`src/rtl/lpm_pkg.sv`:
```
// ----------------------------------------------------------------------------
// Line pattern matcher package
// Shared types, register indexes and byte classification helpers.
// ----------------------------------------------------------------------------
package lpm_pkg;

  localparam int unsigned CfgIdxW  = 3;
  localparam int unsigned CfgDataW = 64;

  typedef enum logic [CfgIdxW-1:0] {
    CfgPatternLength   = 3'd0,
    CfgCaseInsensitive = 3'd1,
    CfgWholeWord       = 3'd2,
    CfgPatBytes0       = 3'd3,
    CfgPatBytes1       = 3'd4,
    CfgPatBytes2       = 3'd5,
    CfgPatBytes3       = 3'd6
  } lpm_cfg_idx_e;

  localparam logic [7:0] ChrLf    = 8'h0A;
  localparam logic [7:0] ChrUpA   = 8'h41;
  localparam logic [7:0] ChrUpZ   = 8'h5A;
  localparam logic [7:0] FoldBias = 8'h20;

  // Classified text beat handed from the front end to the back end.
  typedef struct packed {
    logic [7:0] text_byte;
    logic       delim;
    logic       close;
    logic       eot;
  } lpm_item_t;

  typedef struct packed {
    logic case_fold;
    logic whole_word;
  } lpm_mode_t;

  function automatic logic is_delim(input logic [7:0] b);
    logic r;
    unique case (b)
      8'h20, 8'h2E, 8'h2C, 8'h21, 8'h3F, 8'h3B, 8'h3A, 8'h28, 8'h29,
      8'h2F, 8'h5B, 8'h5D, 8'h22, 8'h7C, 8'h27, 8'h0D, 8'h0A, 8'h00: r = 1'b1;
      default: r = 1'b0;
    endcase
    return r;
  endfunction

  function automatic logic [7:0] fold(input logic [7:0] b, input logic en);
    logic [7:0] r;
    r = b;
    if (en && b >= ChrUpA && b <= ChrUpZ) begin
      r = b + FoldBias;
    end
    return r;
  endfunction

endpackage

```
`src/rtl/lpm_if.sv`:
```
// ----------------------------------------------------------------------------
// Line pattern matcher channels
// Valid/ready channels for text input, line results and register writes.
// ----------------------------------------------------------------------------
interface lpm_in_if;
  logic       valid;
  logic       ready;
  logic [7:0] text_byte;
  logic       end_of_text;

  modport source (output valid, output text_byte, output end_of_text, input ready);
  modport sink (input valid, input text_byte, input end_of_text, output ready);
endinterface

interface lpm_out_if #(
  parameter int unsigned CountBits = 24
);
  logic                 valid;
  logic                 ready;
  logic [CountBits-1:0] line_index;
  logic                 line_matched;
  logic [CountBits-1:0] matching_lines;

  modport source (output valid, output line_index, output line_matched,
                  output matching_lines, input ready);
  modport sink (input valid, input line_index, input line_matched,
                input matching_lines, output ready);
endinterface

interface lpm_cfg_if import lpm_pkg::*; ();
  logic                valid;
  logic                ready;
  logic [CfgIdxW-1:0]  index;
  logic [CfgDataW-1:0] data;

  modport source (output valid, output index, output data, input ready);
  modport sink (input valid, input index, input data, output ready);
endinterface

```
`src/rtl/lpm_front.sv`:
```
// ----------------------------------------------------------------------------
// Line pattern matcher front end
// Accepts text beats and tags each byte as delimiter, line close or end of text.
// ----------------------------------------------------------------------------
module lpm_front import lpm_pkg::*; (
  lpm_in_if.sink     in_i,
  output logic       item_valid_o,
  output lpm_item_t  item_o,
  input  logic       item_ready_i
);

  assign in_i.ready   = item_ready_i;
  assign item_valid_o = in_i.valid;

  always_comb begin
    item_o.text_byte = in_i.text_byte;
    item_o.delim     = is_delim(in_i.text_byte);
    item_o.eot       = in_i.end_of_text;
    item_o.close     = in_i.end_of_text || (in_i.text_byte == ChrLf);
  end

endmodule

```
`src/rtl/lpm_queue.sv`:
```
// ----------------------------------------------------------------------------
// Line pattern matcher item queue
// Two-entry queue that decouples the front end from the back end.
// ----------------------------------------------------------------------------
module lpm_queue import lpm_pkg::*; (
  input  logic      clk_i,
  input  logic      rst_ni,
  input  logic      push_valid_i,
  output logic      push_ready_o,
  input  lpm_item_t push_item_i,
  output logic      pop_valid_o,
  input  logic      pop_ready_i,
  output lpm_item_t pop_item_o
);

  lpm_item_t  mem_q [2];
  logic       wr_ptr_q, wr_ptr_d;
  logic       rd_ptr_q, rd_ptr_d;
  logic [1:0] cnt_q, cnt_d;
  logic       push, pop;

  assign push_ready_o = (cnt_q != 2'd2);
  assign pop_valid_o  = (cnt_q != 2'd0);
  assign pop_item_o   = mem_q[rd_ptr_q];
  assign push         = push_valid_i && push_ready_o;
  assign pop          = pop_valid_o && pop_ready_i;

  always_comb begin
    wr_ptr_d = push ? ~wr_ptr_q : wr_ptr_q;
    rd_ptr_d = pop ? ~rd_ptr_q : rd_ptr_q;
    cnt_d    = cnt_q;
    if (push && !pop) begin
      cnt_d = cnt_q + 2'd1;
    end else if (pop && !push) begin
      cnt_d = cnt_q - 2'd1;
    end
  end

  always_ff @(posedge clk_i or negedge rst_ni) begin
    if (!rst_ni) begin
      wr_ptr_q <= 1'b0;
      rd_ptr_q <= 1'b0;
      cnt_q    <= 2'd0;
    end else begin
      wr_ptr_q <= wr_ptr_d;
      rd_ptr_q <= rd_ptr_d;
      cnt_q    <= cnt_d;
    end
  end

  always_ff @(posedge clk_i) begin
    if (push) begin
      mem_q[wr_ptr_q] <= push_item_i;
    end
  end

endmodule

```
`src/rtl/lpm_cfg.sv`:
```
// ----------------------------------------------------------------------------
// Line pattern matcher configuration
// Holds the registers and prepares a length-aligned, folded pattern image.
// ----------------------------------------------------------------------------
module lpm_cfg import lpm_pkg::*; #(
  parameter int unsigned PatternMax = 32,
  localparam int unsigned LenW      = $clog2(PatternMax + 1)
) (
  input  logic                      clk_i,
  input  logic                      rst_ni,
  lpm_cfg_if.sink                   cfg_i,
  output logic [LenW-1:0]           len_o,
  output lpm_mode_t                 mode_o,
  output logic [PatternMax*8-1:0]   apat_o,
  output logic [PatternMax-1:0]     care_o
);

  localparam int unsigned ShW      = $clog2(PatternMax * 8 + 1);
  localparam int unsigned RegBytes = 32;

  logic [5:0]              plen_q;
  lpm_mode_t               mode_q;
  logic [PatternMax*8-1:0] pat_q;

  logic [LenW-1:0]         len_d, len_q;
  logic [PatternMax*8-1:0] rev, shifted, apat_d, apat_q;
  logic [PatternMax-1:0]   care_d, care_q;
  logic [ShW-1:0]          shamt;
  logic                    wr;
  logic [7:0]              plen8;

  assign cfg_i.ready = 1'b1;
  assign wr          = cfg_i.valid;

  always_ff @(posedge clk_i or negedge rst_ni) begin
    if (!rst_ni) begin
      plen_q <= 6'd1;
      mode_q <= '0;
    end else if (wr) begin
      unique case (cfg_i.index)
        CfgPatternLength:   plen_q            <= cfg_i.data[5:0];
        CfgCaseInsensitive: mode_q.case_fold  <= cfg_i.data[0];
        CfgWholeWord:       mode_q.whole_word <= cfg_i.data[0];
        default: ;
      endcase
    end
  end

  // Pattern bytes beyond the four 8-byte registers never get written.
  for (genvar p = 0; p < PatternMax; p++) begin : g_pat
    if (p < RegBytes) begin : g_wr
      localparam logic [CfgIdxW-1:0] MyIdx = CfgIdxW'(CfgPatBytes0 + p / 8);
      always_ff @(posedge clk_i or negedge rst_ni) begin
        if (!rst_ni) begin
          pat_q[p*8 +: 8] <= 8'h00;
        end else if (wr && cfg_i.index == MyIdx) begin
          pat_q[p*8 +: 8] <= cfg_i.data[(p % 8)*8 +: 8];
        end
      end
    end else begin : g_zero
      assign pat_q[p*8 +: 8] = 8'h00;
    end
  end

  // Effective length: zero reads as one, oversize clamps to the maximum.
  always_comb begin
    plen8 = {2'b00, plen_q};
    if (plen8 == 8'd0) begin
      len_d = LenW'(1);
    end else if (plen8 > 8'(PatternMax)) begin
      len_d = LenW'(PatternMax);
    end else begin
      len_d = plen8[LenW-1:0];
    end
  end

  // Slot k of the image holds pattern byte len-1-k, so slot k lines up with
  // the window byte that arrived k beats ago.
  always_comb begin
    for (int k = 0; k < PatternMax; k++) begin
      rev[k*8 +: 8] = pat_q[(PatternMax-1-k)*8 +: 8];
    end
    shamt   = ShW'((PatternMax - int'(len_d)) * 8);
    shifted = rev >> shamt;
    for (int k = 0; k < PatternMax; k++) begin
      care_d[k]       = (k < int'(len_d));
      apat_d[k*8 +: 8] = fold(shifted[k*8 +: 8], mode_q.case_fold);
    end
  end

  always_ff @(posedge clk_i) begin
    len_q  <= len_d;
    apat_q <= apat_d;
    care_q <= care_d;
  end

  assign len_o  = len_q;
  assign mode_o = mode_q;
  assign apat_o = apat_q;
  assign care_o = care_q;

endmodule

```
`src/rtl/lpm_back.sv`:
```
// ----------------------------------------------------------------------------
// Line pattern matcher back end
// Token window, parallel pattern compare, line counters and result register.
// ----------------------------------------------------------------------------
module lpm_back import lpm_pkg::*; #(
  parameter int unsigned PatternMax = 32,
  parameter int unsigned CountBits  = 24,
  localparam int unsigned LenW      = $clog2(PatternMax + 1)
) (
  input  logic                    clk_i,
  input  logic                    rst_ni,
  input  logic                    item_valid_i,
  output logic                    item_ready_o,
  input  lpm_item_t               item_i,
  input  logic [LenW-1:0]         len_i,
  input  lpm_mode_t               mode_i,
  input  logic [PatternMax*8-1:0] apat_i,
  input  logic [PatternMax-1:0]   care_i,
  lpm_out_if.source               out_o
);

  localparam int unsigned RunW = $clog2(PatternMax + 2);
  localparam logic [CountBits-1:0] CountMax = '1;

  logic [PatternMax*8-1:0] win_q, win_d, win_new, win_sel;
  logic [RunW-1:0]         run_q, run_d, run_inc, run_mid, len_run;
  logic                    hit_q, hit_d, hit_now, tok_hit, m;
  logic [CountBits-1:0]    line_q, line_d, hits_q, hits_d, hits_inc;
  logic [PatternMax-1:0]   eq;
  logic                    pop;

  logic                    out_valid_q, out_valid_d;
  logic [CountBits-1:0]    out_line_q, out_hits_q;
  logic                    out_hit_q;

  assign item_ready_o = !out_valid_q || out_o.ready;
  assign pop          = item_valid_i && item_ready_o;
  assign len_run      = RunW'(len_i);

  always_comb begin
    win_new[7:0] = item_i.text_byte;
    for (int k = 1; k < PatternMax; k++) begin
      win_new[k*8 +: 8] = win_q[(k-1)*8 +: 8];
    end
    // A delimiter leaves the window alone and checks the token that just ended.
    win_sel = item_i.delim ? win_q : win_new;
    for (int k = 0; k < PatternMax; k++) begin
      eq[k] = !care_i[k] || (fold(win_sel[k*8 +: 8], mode_i.case_fold) == apat_i[k*8 +: 8]);
    end
    m = &eq;

    run_inc = (run_q <= RunW'(PatternMax)) ? run_q + RunW'(1) : run_q;
    run_mid = item_i.delim ? '0 : run_inc;

    if (item_i.delim) begin
      tok_hit = mode_i.whole_word && (run_q == len_run) && m;
    end else begin
      tok_hit = (!mode_i.whole_word && (run_mid >= len_run) && m) ||
                (item_i.close && mode_i.whole_word && (run_mid == len_run) && m);
    end
    hit_now  = hit_q || tok_hit;
    hits_inc = (hit_now && hits_q != CountMax) ? hits_q + CountBits'(1) : hits_q;

    win_d  = win_q;
    run_d  = run_q;
    hit_d  = hit_q;
    line_d = line_q;
    hits_d = hits_q;
    if (pop) begin
      win_d = win_sel;
      run_d = run_mid;
      hit_d = hit_now;
      if (item_i.close) begin
        run_d  = '0;
        hit_d  = 1'b0;
        hits_d = hits_inc;
        line_d = (line_q != CountMax) ? line_q + CountBits'(1) : line_q;
      end
      if (item_i.eot) begin
        win_d  = '0;
        line_d = CountBits'(1);
        hits_d = '0;
      end
    end

    out_valid_d = out_valid_q;
    if (pop && item_i.close) begin
      out_valid_d = 1'b1;
    end else if (out_o.ready) begin
      out_valid_d = 1'b0;
    end
  end

  always_ff @(posedge clk_i or negedge rst_ni) begin
    if (!rst_ni) begin
      win_q       <= '0;
      run_q       <= '0;
      hit_q       <= 1'b0;
      line_q      <= CountBits'(1);
      hits_q      <= '0;
      out_valid_q <= 1'b0;
    end else begin
      win_q       <= win_d;
      run_q       <= run_d;
      hit_q       <= hit_d;
      line_q      <= line_d;
      hits_q      <= hits_d;
      out_valid_q <= out_valid_d;
    end
  end

  always_ff @(posedge clk_i) begin
    if (pop && item_i.close) begin
      out_line_q <= line_q;
      out_hit_q  <= hit_now;
      out_hits_q <= hits_inc;
    end
  end

  assign out_o.valid          = out_valid_q;
  assign out_o.line_index     = out_line_q;
  assign out_o.line_matched   = out_hit_q;
  assign out_o.matching_lines = out_hits_q;

endmodule

```
`src/rtl/line_pattern_matcher_top.sv`:
```
// A closing beat (newline or end of text) passes through the queue to the matcher, which sets
// the registered result valid when it accepts the beat; a waiting result can delay that.
// Throughput: one text beat per cycle unless a result waits; pattern slots compare in parallel.
// A two-entry queue between the classifier and the matcher absorbs up to two beats while a
// line result waits to be taken; the matcher stalls until the result register is free.
// Reset clears all line state at once; end of text restores it in-line, keeping registers.
// ----------------------------------------------------------------------------
// Line pattern matcher
// Streaming token matcher that reports per-line hit flags and counts.
// ----------------------------------------------------------------------------
module line_pattern_matcher_top import lpm_pkg::*; #(
  parameter int unsigned PatternMax = 32,
  parameter int unsigned CountBits  = 24
) (
  input  logic      clk_i,
  input  logic      rst_ni,
  lpm_in_if.sink    in_i,
  lpm_cfg_if.sink   cfg_i,
  lpm_out_if.source out_o
);

  localparam int unsigned LenW = $clog2(PatternMax + 1);

  logic                    f_valid, f_ready, b_valid, b_ready;
  lpm_item_t               f_item, b_item;
  logic [LenW-1:0]         len;
  lpm_mode_t               mode;
  logic [PatternMax*8-1:0] apat;
  logic [PatternMax-1:0]   care;

  lpm_front u_front (
    .in_i         (in_i),
    .item_valid_o (f_valid),
    .item_o       (f_item),
    .item_ready_i (f_ready)
  );

  lpm_queue u_queue (
    .clk_i        (clk_i),
    .rst_ni       (rst_ni),
    .push_valid_i (f_valid),
    .push_ready_o (f_ready),
    .push_item_i  (f_item),
    .pop_valid_o  (b_valid),
    .pop_ready_i  (b_ready),
    .pop_item_o   (b_item)
  );

  lpm_cfg #(
    .PatternMax (PatternMax)
  ) u_cfg (
    .clk_i  (clk_i),
    .rst_ni (rst_ni),
    .cfg_i  (cfg_i),
    .len_o  (len),
    .mode_o (mode),
    .apat_o (apat),
    .care_o (care)
  );

  lpm_back #(
    .PatternMax (PatternMax),
    .CountBits  (CountBits)
  ) u_back (
    .clk_i        (clk_i),
    .rst_ni       (rst_ni),
    .item_valid_i (b_valid),
    .item_ready_o (b_ready),
    .item_i       (b_item),
    .len_i        (len),
    .mode_i       (mode),
    .apat_i       (apat),
    .care_i       (care),
    .out_o        (out_o)
  );

endmodule

```
`src/flat_wrapper.sv`:
```
// flat-port wrapper written by rule: the top's interface ports become plain ports
module line_pattern_matcher_top_flat import lpm_pkg::*;
#(
  parameter int unsigned PatternMax = 32,
  parameter int unsigned CountBits  = 24
)
  (clk_i, rst_ni, in_i_valid, in_i_text_byte, in_i_end_of_text, in_i_ready, cfg_i_valid, cfg_i_index, cfg_i_data, cfg_i_ready, out_o_valid, out_o_line_index, out_o_line_matched, out_o_matching_lines, out_o_ready);
  lpm_in_if in_i_i ();
  lpm_cfg_if cfg_i_i ();
  lpm_out_if #(.CountBits(CountBits)) out_o_i ();
  input  logic clk_i;
  input  logic rst_ni;
  input wire logic [$bits(in_i_i.valid)-1:0] in_i_valid;
  input wire logic [$bits(in_i_i.text_byte)-1:0] in_i_text_byte;
  input wire logic [$bits(in_i_i.end_of_text)-1:0] in_i_end_of_text;
  output wire logic [$bits(in_i_i.ready)-1:0] in_i_ready;
  input wire logic [$bits(cfg_i_i.valid)-1:0] cfg_i_valid;
  input wire logic [$bits(cfg_i_i.index)-1:0] cfg_i_index;
  input wire logic [$bits(cfg_i_i.data)-1:0] cfg_i_data;
  output wire logic [$bits(cfg_i_i.ready)-1:0] cfg_i_ready;
  output wire logic [$bits(out_o_i.valid)-1:0] out_o_valid;
  output wire logic [$bits(out_o_i.line_index)-1:0] out_o_line_index;
  output wire logic [$bits(out_o_i.line_matched)-1:0] out_o_line_matched;
  output wire logic [$bits(out_o_i.matching_lines)-1:0] out_o_matching_lines;
  input wire logic [$bits(out_o_i.ready)-1:0] out_o_ready;
  assign in_i_i.valid = in_i_valid;
  assign in_i_i.text_byte = in_i_text_byte;
  assign in_i_i.end_of_text = in_i_end_of_text;
  assign in_i_ready = in_i_i.ready;
  assign cfg_i_i.valid = cfg_i_valid;
  assign cfg_i_i.index = cfg_i_index;
  assign cfg_i_i.data = cfg_i_data;
  assign cfg_i_ready = cfg_i_i.ready;
  assign out_o_valid = out_o_i.valid;
  assign out_o_line_index = out_o_i.line_index;
  assign out_o_line_matched = out_o_i.line_matched;
  assign out_o_matching_lines = out_o_i.matching_lines;
  assign out_o_i.ready = out_o_ready;
  line_pattern_matcher_top #(.PatternMax(PatternMax), .CountBits(CountBits)) u_core (.clk_i(clk_i), .rst_ni(rst_ni), .in_i(in_i_i), .cfg_i(cfg_i_i), .out_o(out_o_i));
endmodule
```
`config.mk`:
```
export PLATFORM = sky130hd
export DESIGN_NAME = line_pattern_matcher_top_flat
export DESIGN_NICKNAME = d
export VERILOG_FILES = /design/src/rtl/lpm_pkg.sv /design/src/rtl/lpm_if.sv /design/src/rtl/lpm_front.sv /design/src/rtl/lpm_queue.sv /design/src/rtl/lpm_cfg.sv /design/src/rtl/lpm_back.sv /design/src/rtl/line_pattern_matcher_top.sv /design/src/flat_wrapper.sv
export SDC_FILE = /design/constraint.sdc
export NUM_CORES = 2
export LEC_CHECK = 0
export BUFFER_PORTS_ARGS = -buffer_cell sky130_fd_sc_hd__buf_4
export CAP_MARGIN = 20
export CORE_MARGIN = 1
export CORE_UTILIZATION = 45
export DETAILED_ROUTE_END_ITERATION = 12
export SLEW_MARGIN = 30
export SYNTH_ARGS = -nofsm -noshare
export SYNTH_HDL_FRONTEND = slang
export SYNTH_SLANG_ARGS = --single-unit
```
`constraint.sdc`:
```
create_clock -name clk_i -period 7.1 [get_ports clk_i]
set_clock_uncertainty 0.15 [all_clocks]
set_input_delay 0.71 -clock clk_i [delete_from_list [all_inputs] [get_ports clk_i]]
set_output_delay 0.71 -clock clk_i [all_outputs]
set_load 0.01 [all_outputs]
```
### Yosys cells after proc, flatten, opt, wreduce, memory -nomap -nowiden

Memory sizes are Yosys's and may differ from the RTL's.
Index checks and enable logic that the tools add are counted.
W data, S select, Z words.

* $add $sub $neg: 70
* multipliers: 0
* div/mod/pow operators: 0
* $lt $le $gt $ge: 163
* eq/ne operators: 60
* shift-type cells: 1
* multiplexer cells: 86
* bitwise logic cells: 2
* reduce and logical (&&, ||, !) cells: 232

Operators with widths (number)
* $add A8 B6 Y8 const B: 64
* $ge A8 B7 Y1 const B: 64
* $le A8 B7 Y1 const B: 64
* $mux W256: 2
* $mux W8: 64
* $eq A8 B8 Y1: 32
* $shr A256 B9 Y256: 1
* $logic_and A1 B1 Y1: 145
* $mux W24: 6
* $eq A8 B6 Y1 const B: 12
* $lt A5 B6 Y1 const A: 16
* $add A24 B1 Y24 const B: 2
* $lt A4 B6 Y1 const A: 8
* $ne A24 B24 Y1 const B: 2
* $logic_not A1 Y1: 36
* $logic_or A1 B1 Y1: 36
* $reduce_and A32 Y1: 1
* $mux W6: 5
* $eq A8 B7 Y1 const B: 3
* $lt A3 B6 Y1 const A: 4
* $reduce_or A18 Y1: 1
* $eq A8 B4 Y1 const B: 2
* $eq A6 B6 Y1: 2
* $lt A1 B6 Y1 const A: 2
* 21 further kinds: 40

* flip-flop bits (word level): 923
* bits in latches: 0
* memory bits (writable): 22
* ROM bits: 0
* output and inout bits: 52
* logic and storage cells: 665
* memories kept: 1

Memory list
* u_core.u_queue.mem_q: words 2, bits a word 11, rd ports 1, clocked after Yosys merged registers in 0, write ports 1, RTL line lpm_queue.sv:16 `lpm_item_t mem_q [2];`

### Logic depth before layout (Yosys ltp)

An unclocked memory read counts as a cell.

* word-level depth: 17
* depth in mapped cells: 26

### By module

A second synthesis with hierarchy kept.

* cell total of the unflattened synthesis: 6357
* area total of the unflattened synthesis: 61899.4 sq um

By module, submodules not included
* lpm_cfg: times used 1, cells an instance 3445, area an instance 34986.1 sq um
* lpm_back: times used 1, cells an instance 2817, area an instance 25597.0 sq um
* lpm_queue: times used 1, cells an instance 52, area an instance 1003.5 sq um
* lpm_front: times used 1, cells an instance 43, area an instance 312.8 sq um

### Worst setup path after synthesis

Ideal clock, no wire load.

* path kind: reg-to-reg
* from: reg u_core.u_cfg.plen_q[1]
* to: reg u_core.u_cfg.apat_q[142] (netlist: u_core.u_cfg.apat_o[142])
* library setup time: 0.125 ns
* arrival time: 5.176 ns
* path slack: 1.649 ns
* cell stages (with the launch flop): 23
* path buffers: 11
* clock period less this slack: 5.451 ns
* cell sequence: dfrtp_1 -> buf_2 -> nor4_1 -> o21a_1 -> buf_4 -> inv_2 -> buf_4 -> buf_2 -> buf_2 -> buf_2 -> ha_1 -> buf_2 -> buf_2 -> buf_2 -> clkbuf_1 -> buf_1 -> nand3_1 -> o21a_1 -> a21oi_1 -> nor2_1 -> a211oi_1 -> ha_1 -> o41a_1

* word-level cells in the longest chain between the ends: 9
* elaborated cells between the ends (all ways): 12
* those cells by class: 2 x add/sub; 3 x order compare; 1 x shift; 3 x mux; 3 x reduce/logical

RTL lines
* from (decl): RTL line lpm_cfg.sv:21 `logic [5:0] plen_q;`
* from (signal assigned): RTL line lpm_cfg.sv:41 `CfgPatternLength: plen_q <= cfg_i.data[5:0];`
* $gt A6 B6 Y1: RTL line lpm_cfg.sv:70 `end else if (plen8 > 8'(PatternMax)) begin`
* $mux W6: RTL line lpm_cfg.sv:70
* $mux W6 *: RTL line lpm_cfg.sv:68 `if (plen8 == 8'd0) begin`
* $sub A6 B6 Y6 *: RTL line lpm_cfg.sv:83 `shamt = ShW'((PatternMax - int'(len_d)) * 8);`
* $shr A256 B9 Y256 *: RTL line lpm_cfg.sv:84 `shifted = rev >> shamt;`
* $ge A8 B7 Y1: RTL line lpm_pkg.sv:51 `if (en && b >= ChrUpA && b <= ChrUpZ) begin`
* $logic_and A1 B1 Y1 (2 in series): RTL line lpm_pkg.sv:51
* $mux W8 *: RTL line lpm_pkg.sv:51
* net u_core.u_cfg.apat_d[142]: RTL line lpm_cfg.sv:26 `logic [PatternMax*8-1:0] rev, shifted, apat_d, apat_q;`
* to (signal assigned): RTL line lpm_cfg.sv:93 `apat_q <= apat_d;`
* to (decl): RTL line lpm_cfg.sv:26

Mark *: on every way through the listed nets, which the timed path passes. The rest lies on a longest branch.
A chain may end at the register's enable or synchronous reset.

### Worst setup path after layout

* from: reg u_core.u_cfg.plen_q[5]
* to: reg u_core.u_cfg.apat_q[94] (netlist: u_core.u_cfg.apat_o[94])

The elaborated chain is that of the path after synthesis.

==> flow_summary_export.csv <==
group,metric,value,unit
status,result_of_the_run,"completed",
route,avgViaCountPerCell,6.28,
worst_setup_path,cp_top_family,"compound AO/OA/AOI/OAI gates",
worst_hold_path,worst_hold_path_endpoint,"u_core.u_queue.mem_q[1][7]$_DFFE_PP_",
synth,synth_top_flop_cell,"sky130_fd_sc_hd__dfrtp_1",
sta,worst_slack,1.11,ns
global_routing,grt_pass1_vias,42400,
cts,post_cts_resized,0,
worst_setup_path,cp-end-kind,"register",
synth,synth-edff-count,71,
cells_and_area,finish.net_count,5661,
power,intPower,15100,uW
sta,finalCriticalPeriod,5.99,ns
sta,timing_max_transition_violations_final,0,
cts,hold_buffers_post_cts,2,
sta,tightest_slew,1.15,ns
power,total_power_per_unit_cell_area,460,mW/mm^2
sta,final_tns_setup,0,ns
synth,mappedNetlistArea,0.0559,sq mm
global_routing,grt_overflow,0,
worst_setup_path,path_cells,"inv_1 > o21a_4 > inv_6 > ha_4 > buf_12 > mux2i_1 > a22oi_1 > a21oi_1 > a21oi_1 > o21ai_0 > and3_1 > o41a_1",
power,sequentialPowerShare,0.283,
sta,setup_viol,0,
power,sum_of_internal_switching_and_leakage_power,28600,uW
worst_hold_path,hold_path_depth,1,
route,drtIter0Drc,5037,
synth,synthArstFlopShare,0.614,
worst_setup_path,timing.setup.critical_path_class,"register to register",
worst_setup_path,worst_r2r_path_depth,12,
synth,ys_seq_area_frac,0.403,
placed_design,gp_congestion,1.09,
worst_setup_path,worstPathArrival,6.42,ns
synth,synthesis.instances,5498,
global_routing,antenna_found_initial,3,
route,detailedRoute.firstPassIterationCount,5,
power,p_clk_frac,0.196,
cells_and_area,nFillCells,11200,
worst_setup_path,r2r-end,"u_core.u_cfg.apat_o[94]$_DFF_P_",
cells_and_area,areaGrowthSynthToFinish,11.3,%
synth,synth.ff_latch_count,944,
worst_hold_path,timing.hold.worst.class,"primary input to register",
route,via_count,45400,
cts,cts.path.max_buffers,3,
cts,clock_tree.htree_level_count,3,
placed_design,place_ws,1.25,ns
cells_and_area,post_route_cells_drive_above_1_share,0.166,
synth,synth-warning-count,0,
route,wl_per_cell,28.5,microns
cts,cts_num_sinks,944,
route,detail_route.drc_violations,0,
cts,worstSkewPairLatency,0.75,ns
placed_design,dp_hpwl,157000,microns
worst_setup_path,r2r_start,"u_core.u_cfg.plen_q[5]$_DFFE_PN0P_",
worst_setup_path,worst_ep_required_time,7.53,ns
sta,finalCritPeriodShare,0.844,
die,floorplan.die.height,354,microns
worst_hold_path,hold_path_startpoint,"in_i_text_byte[4]",
worst_setup_path,worstPathMaxFanout,82,
power,p_sw,13600,uW
global_routing,grt_first_pass_wirelength,301000,microns
route,ant_nets,0,
cells_and_area,multi_input_comb_area,0.0311,sq mm
die,die_area,0.126,sq mm
die,i_o_pin_count,133,
global_routing,globalRouteTotalUtil,0.323,
flow_run,number_of_max_capacitance_violations_reported,0,
placed_design,placement.cell_area,0.0586,sq mm
sta,slew-limit-headroom,0.236,
route,wl,206000,microns
cells_and_area,seq_area,0.0225,sq mm
cts,worst_setup_hold_path_clk_slew,0.06,ns
cells_and_area,post-route-cell-area,0.0622,sq mm
die,num_rows,128,
cts,cts_inserted_buffers,104,
die,die_width,354,microns
global_routing,grt_start_max_net_pins,188,
worst_setup_path,critPathSlowestCell,"sky130_fd_sc_hd__a21oi_1",
synth,post_synth.cell_area_avg,10.2,sq um
cts,tritoncts_clock_tree,"built",
placed_design,port_buffers,131,
synth,syn-num-nets,5655,
synth,synthDistinctLibCells,91,
sta,achievable-frequency,0.167,GHz
power,comb_power_share,0.521,
die,design.core.area,0.123,sq mm
power,power.switching_fraction,0.475,
worst_setup_path,crit_path_max_incr_delay,0.80,ns
sta,timing.final.hold_violations,0,
power,leakagePower,0.0279,uW
worst_setup_path,reg2reg_setup_slack,1.11,ns
power,power.ir.vdd_worst,0.000404,V
worst_setup_path,startpoint_type,"register",
worst_setup_path,crit_path_frequent_cell,"sky130_fd_sc_hd__a21oi_1",
sta,rsz_0062_raised_after_global_routing,"no",
cts,cts_root_buffer,"sky130_fd_sc_hd__clkbuf_16",
worst_setup_path,cp.buffers_inverters,3,
cts,cts_setup_buffers,0,
die,initial_utilization,0.456,
==> power groups by stage <==
| stage | Sequential [uW] | Combinational, uW | Clock, uW |
|---|---|---|---|
| 6_report | 8120 | 14900 | 5620 |
| 3_5_place_dp | 8140 | 14400 | 0 |
| 2_1_floorplan | 7440 | 9150 | 0 |
| 5_1_grt | 8190 | 15600 | 5910 |
| 3_3_place_gp | 8110 | 14300 | 0 |
| 4_1_cts | 8030 | 14500 | 5710 |
==> sequential cells by signal (all words and copies together), names as in the netlist, 2 cells and up <==
signal	flops
u_core.u_back.hits_q	24
u_core.u_back.line_q	24
u_core.u_back.out_o.line_index	24
u_core.u_back.out_o.matching_lines	24
u_core.u_back.run_q	6
u_core.u_back.win_q	256
u_core.u_cfg.apat_o	256
u_core.u_cfg.care_o	32
u_core.u_cfg.len_o	5
u_core.u_cfg.mode_o	2
u_core.u_cfg.pat_q	256
u_core.u_cfg.plen_q	6
u_core.u_queue.cnt_q	2
u_core.u_queue.mem_q	22
==> cells in the mapped netlist (12+ instances only) <==
cell | count | area share
sky130_fd_sc_hd__a211oi_1 | 46 | 0.0062
sky130_fd_sc_hd__a21o_1 | 22 | 0.0030
sky130_fd_sc_hd__a21oi_1 | 167 | 0.015
sky130_fd_sc_hd__a22o_1 | 219 | 0.034
sky130_fd_sc_hd__a22oi_1 | 12 | 0.0016
sky130_fd_sc_hd__a31oi_1 | 66 | 0.0074
sky130_fd_sc_hd__and2_1 | 36 | 0.0040
sky130_fd_sc_hd__and3_1 | 97 | 0.011
sky130_fd_sc_hd__buf_1 | 44 | 0.0030
sky130_fd_sc_hd__buf_2 | 63 | 0.0056
sky130_fd_sc_hd__buf_4 | 30 | 0.0040
sky130_fd_sc_hd__buf_6 | 13 | 0.0026
sky130_fd_sc_hd__clkbuf_1 | 197 | 0.013
sky130_fd_sc_hd__dfrtp_1 | 578 | 0.26
sky130_fd_sc_hd__dfxtp_1 | 293 | 0.10
sky130_fd_sc_hd__edfxtp_1 | 71 | 0.038
sky130_fd_sc_hd__ha_1 | 76 | 0.017
sky130_fd_sc_hd__inv_1 | 222 | 0.015
sky130_fd_sc_hd__mux2_2 | 292 | 0.059
sky130_fd_sc_hd__mux2i_1 | 596 | 0.11
sky130_fd_sc_hd__mux4_2 | 139 | 0.056
sky130_fd_sc_hd__nand2_1 | 589 | 0.040
sky130_fd_sc_hd__nand2b_1 | 21 | 0.0024
sky130_fd_sc_hd__nand3_1 | 135 | 0.012
sky130_fd_sc_hd__nand4_1 | 67 | 0.0075
sky130_fd_sc_hd__nand4b_1 | 17 | 0.0027
sky130_fd_sc_hd__nor2_1 | 306 | 0.021
sky130_fd_sc_hd__nor2b_1 | 28 | 0.0031
sky130_fd_sc_hd__nor3_1 | 77 | 0.0069
sky130_fd_sc_hd__nor4_1 | 37 | 0.0041
sky130_fd_sc_hd__o211ai_1 | 51 | 0.0068
sky130_fd_sc_hd__o21a_1 | 30 | 0.0040
sky130_fd_sc_hd__o21ai_0 | 179 | 0.016
sky130_fd_sc_hd__o22ai_1 | 28 | 0.0031
sky130_fd_sc_hd__o31ai_1 | 13 | 0.0017
sky130_fd_sc_hd__o41ai_1 | 17 | 0.0027
sky130_fd_sc_hd__or2_2 | 18 | 0.0020
sky130_fd_sc_hd__or3_1 | 15 | 0.0017
sky130_fd_sc_hd__or4_1 | 42 | 0.0056
sky130_fd_sc_hd__xnor2_1 | 142 | 0.022
sky130_fd_sc_hd__xor2_1 | 167 | 0.026
==> through the flow <==
stage	hold slack [ns]	utilization	instances
6_report	0.0513	0.508	7225
5_1_grt	0.0289	0.508	7221
4_1_cts	0.0158	0.507	7217
3_5_place_dp	0.315	0.478	7019
3_3_place_gp	0.316	0.478	7017
2_1_floorplan	0.264	-	5498
==> worst max path at each step <==
stage / startpoint / end / slack [ns] / cells past startpoint
floorplan: u_core.u_cfg.plen_q[1]$_DFFE_PN0P_ / u_core.u_cfg.apat_o[142]$_DFF_P_ / 1.65 / 22
global placement: u_core.u_queue.mem_q[0][2]$_DFFE_PP_ / u_core.u_back.hits_q[16]$_DFFE_PN0P_ / 0.99 / 14
detailed placement: u_core.u_queue.mem_q[1][2]$_DFFE_PP_ / u_core.u_back.hits_q[16]$_DFFE_PN0P_ / 1.25 / 13
CTS: u_core.u_queue.mem_q[0][2]$_DFFE_PP_ / u_core.u_back.hits_q[16]$_DFFE_PN0P_ / 1.25 / 13
global route: u_core.u_queue.mem_q[1][2]$_DFFE_PP_ / u_core.u_back.hits_q[22]$_DFFE_PN0P_ / 0.99 / 15
finish: u_core.u_cfg.plen_q[5]$_DFFE_PN0P_ / u_core.u_cfg.apat_o[94]$_DFF_P_ / 1.11 / 12
==> cells in the final DEF (no fill, tap or decap), types with 175 or more instances in the layout <==
cell type / n
sky130_fd_sc_hd__dfrtp_1: 577
sky130_fd_sc_hd__dfxtp_1: 293
sky130_fd_sc_hd__nand2_1: 588
sky130_fd_sc_hd__a22o_1: 219
sky130_fd_sc_hd__nor2_1: 301
sky130_fd_sc_hd__mux2i_1: 592
sky130_fd_sc_hd__inv_1: 221
sky130_fd_sc_hd__o21ai_0: 175
sky130_fd_sc_hd__mux2_2: 292
sky130_fd_sc_hd__buf_4: 223
==> worst reg2reg max path, cell delays in order (launching register included) <==
cell                      delay (ns)
sky130_fd_sc_hd__dfrtp_1        0.48
sky130_fd_sc_hd__inv_1          0.47
sky130_fd_sc_hd__o21a_4         0.36
sky130_fd_sc_hd__inv_6          0.16
sky130_fd_sc_hd__ha_4           0.79
sky130_fd_sc_hd__buf_12         0.47
sky130_fd_sc_hd__mux2i_1        0.24
sky130_fd_sc_hd__a22oi_1        0.69
sky130_fd_sc_hd__a21oi_1        0.33
sky130_fd_sc_hd__a21oi_1        0.80
sky130_fd_sc_hd__o21ai_0        0.18
sky130_fd_sc_hd__and3_1         0.25
sky130_fd_sc_hd__o41a_1         0.47
==> kinds of logic after synthesis <==
kind of cell | count (synthesis) | share of synthesized area
simple gates | 1550 | 0.133
buf+inv | 576 | 0.0443
compound gates | 1002 | 0.127
xor+xnor | 322 | 0.0538
fa+ha+maj | 76 | 0.0170
flops | 944 | 0.403
other cells | 1 | 0.0000671
mux | 1027 | 0.222
==> cell type report <==
cell class	count	area share
timing repair buffer	250	0.0345
tap	1625	0.0327
clock buffer	152	0.0490
antenna	6	0.000241
clock inverter	44	0.00822
multi-input combinational	3978	0.500
sequential	944	0.362
inverter	226	0.0137
==> metal layers <==
| layer | GRT usage | routed length [microns] | up-vias |
|---|---|---|---|
| met5 | 0 | 27 | - |
| met4 | 0.159 | 11700 | 4 |
| met3 | 0.0632 | 16300 | 394 |
| met2 | 0.436 | 82500 | 1915 |
| met1 | 0.487 | 95300 | 22900 |
| li1 | - | - | 20200 |
Power figures use the tool's default switching activity.
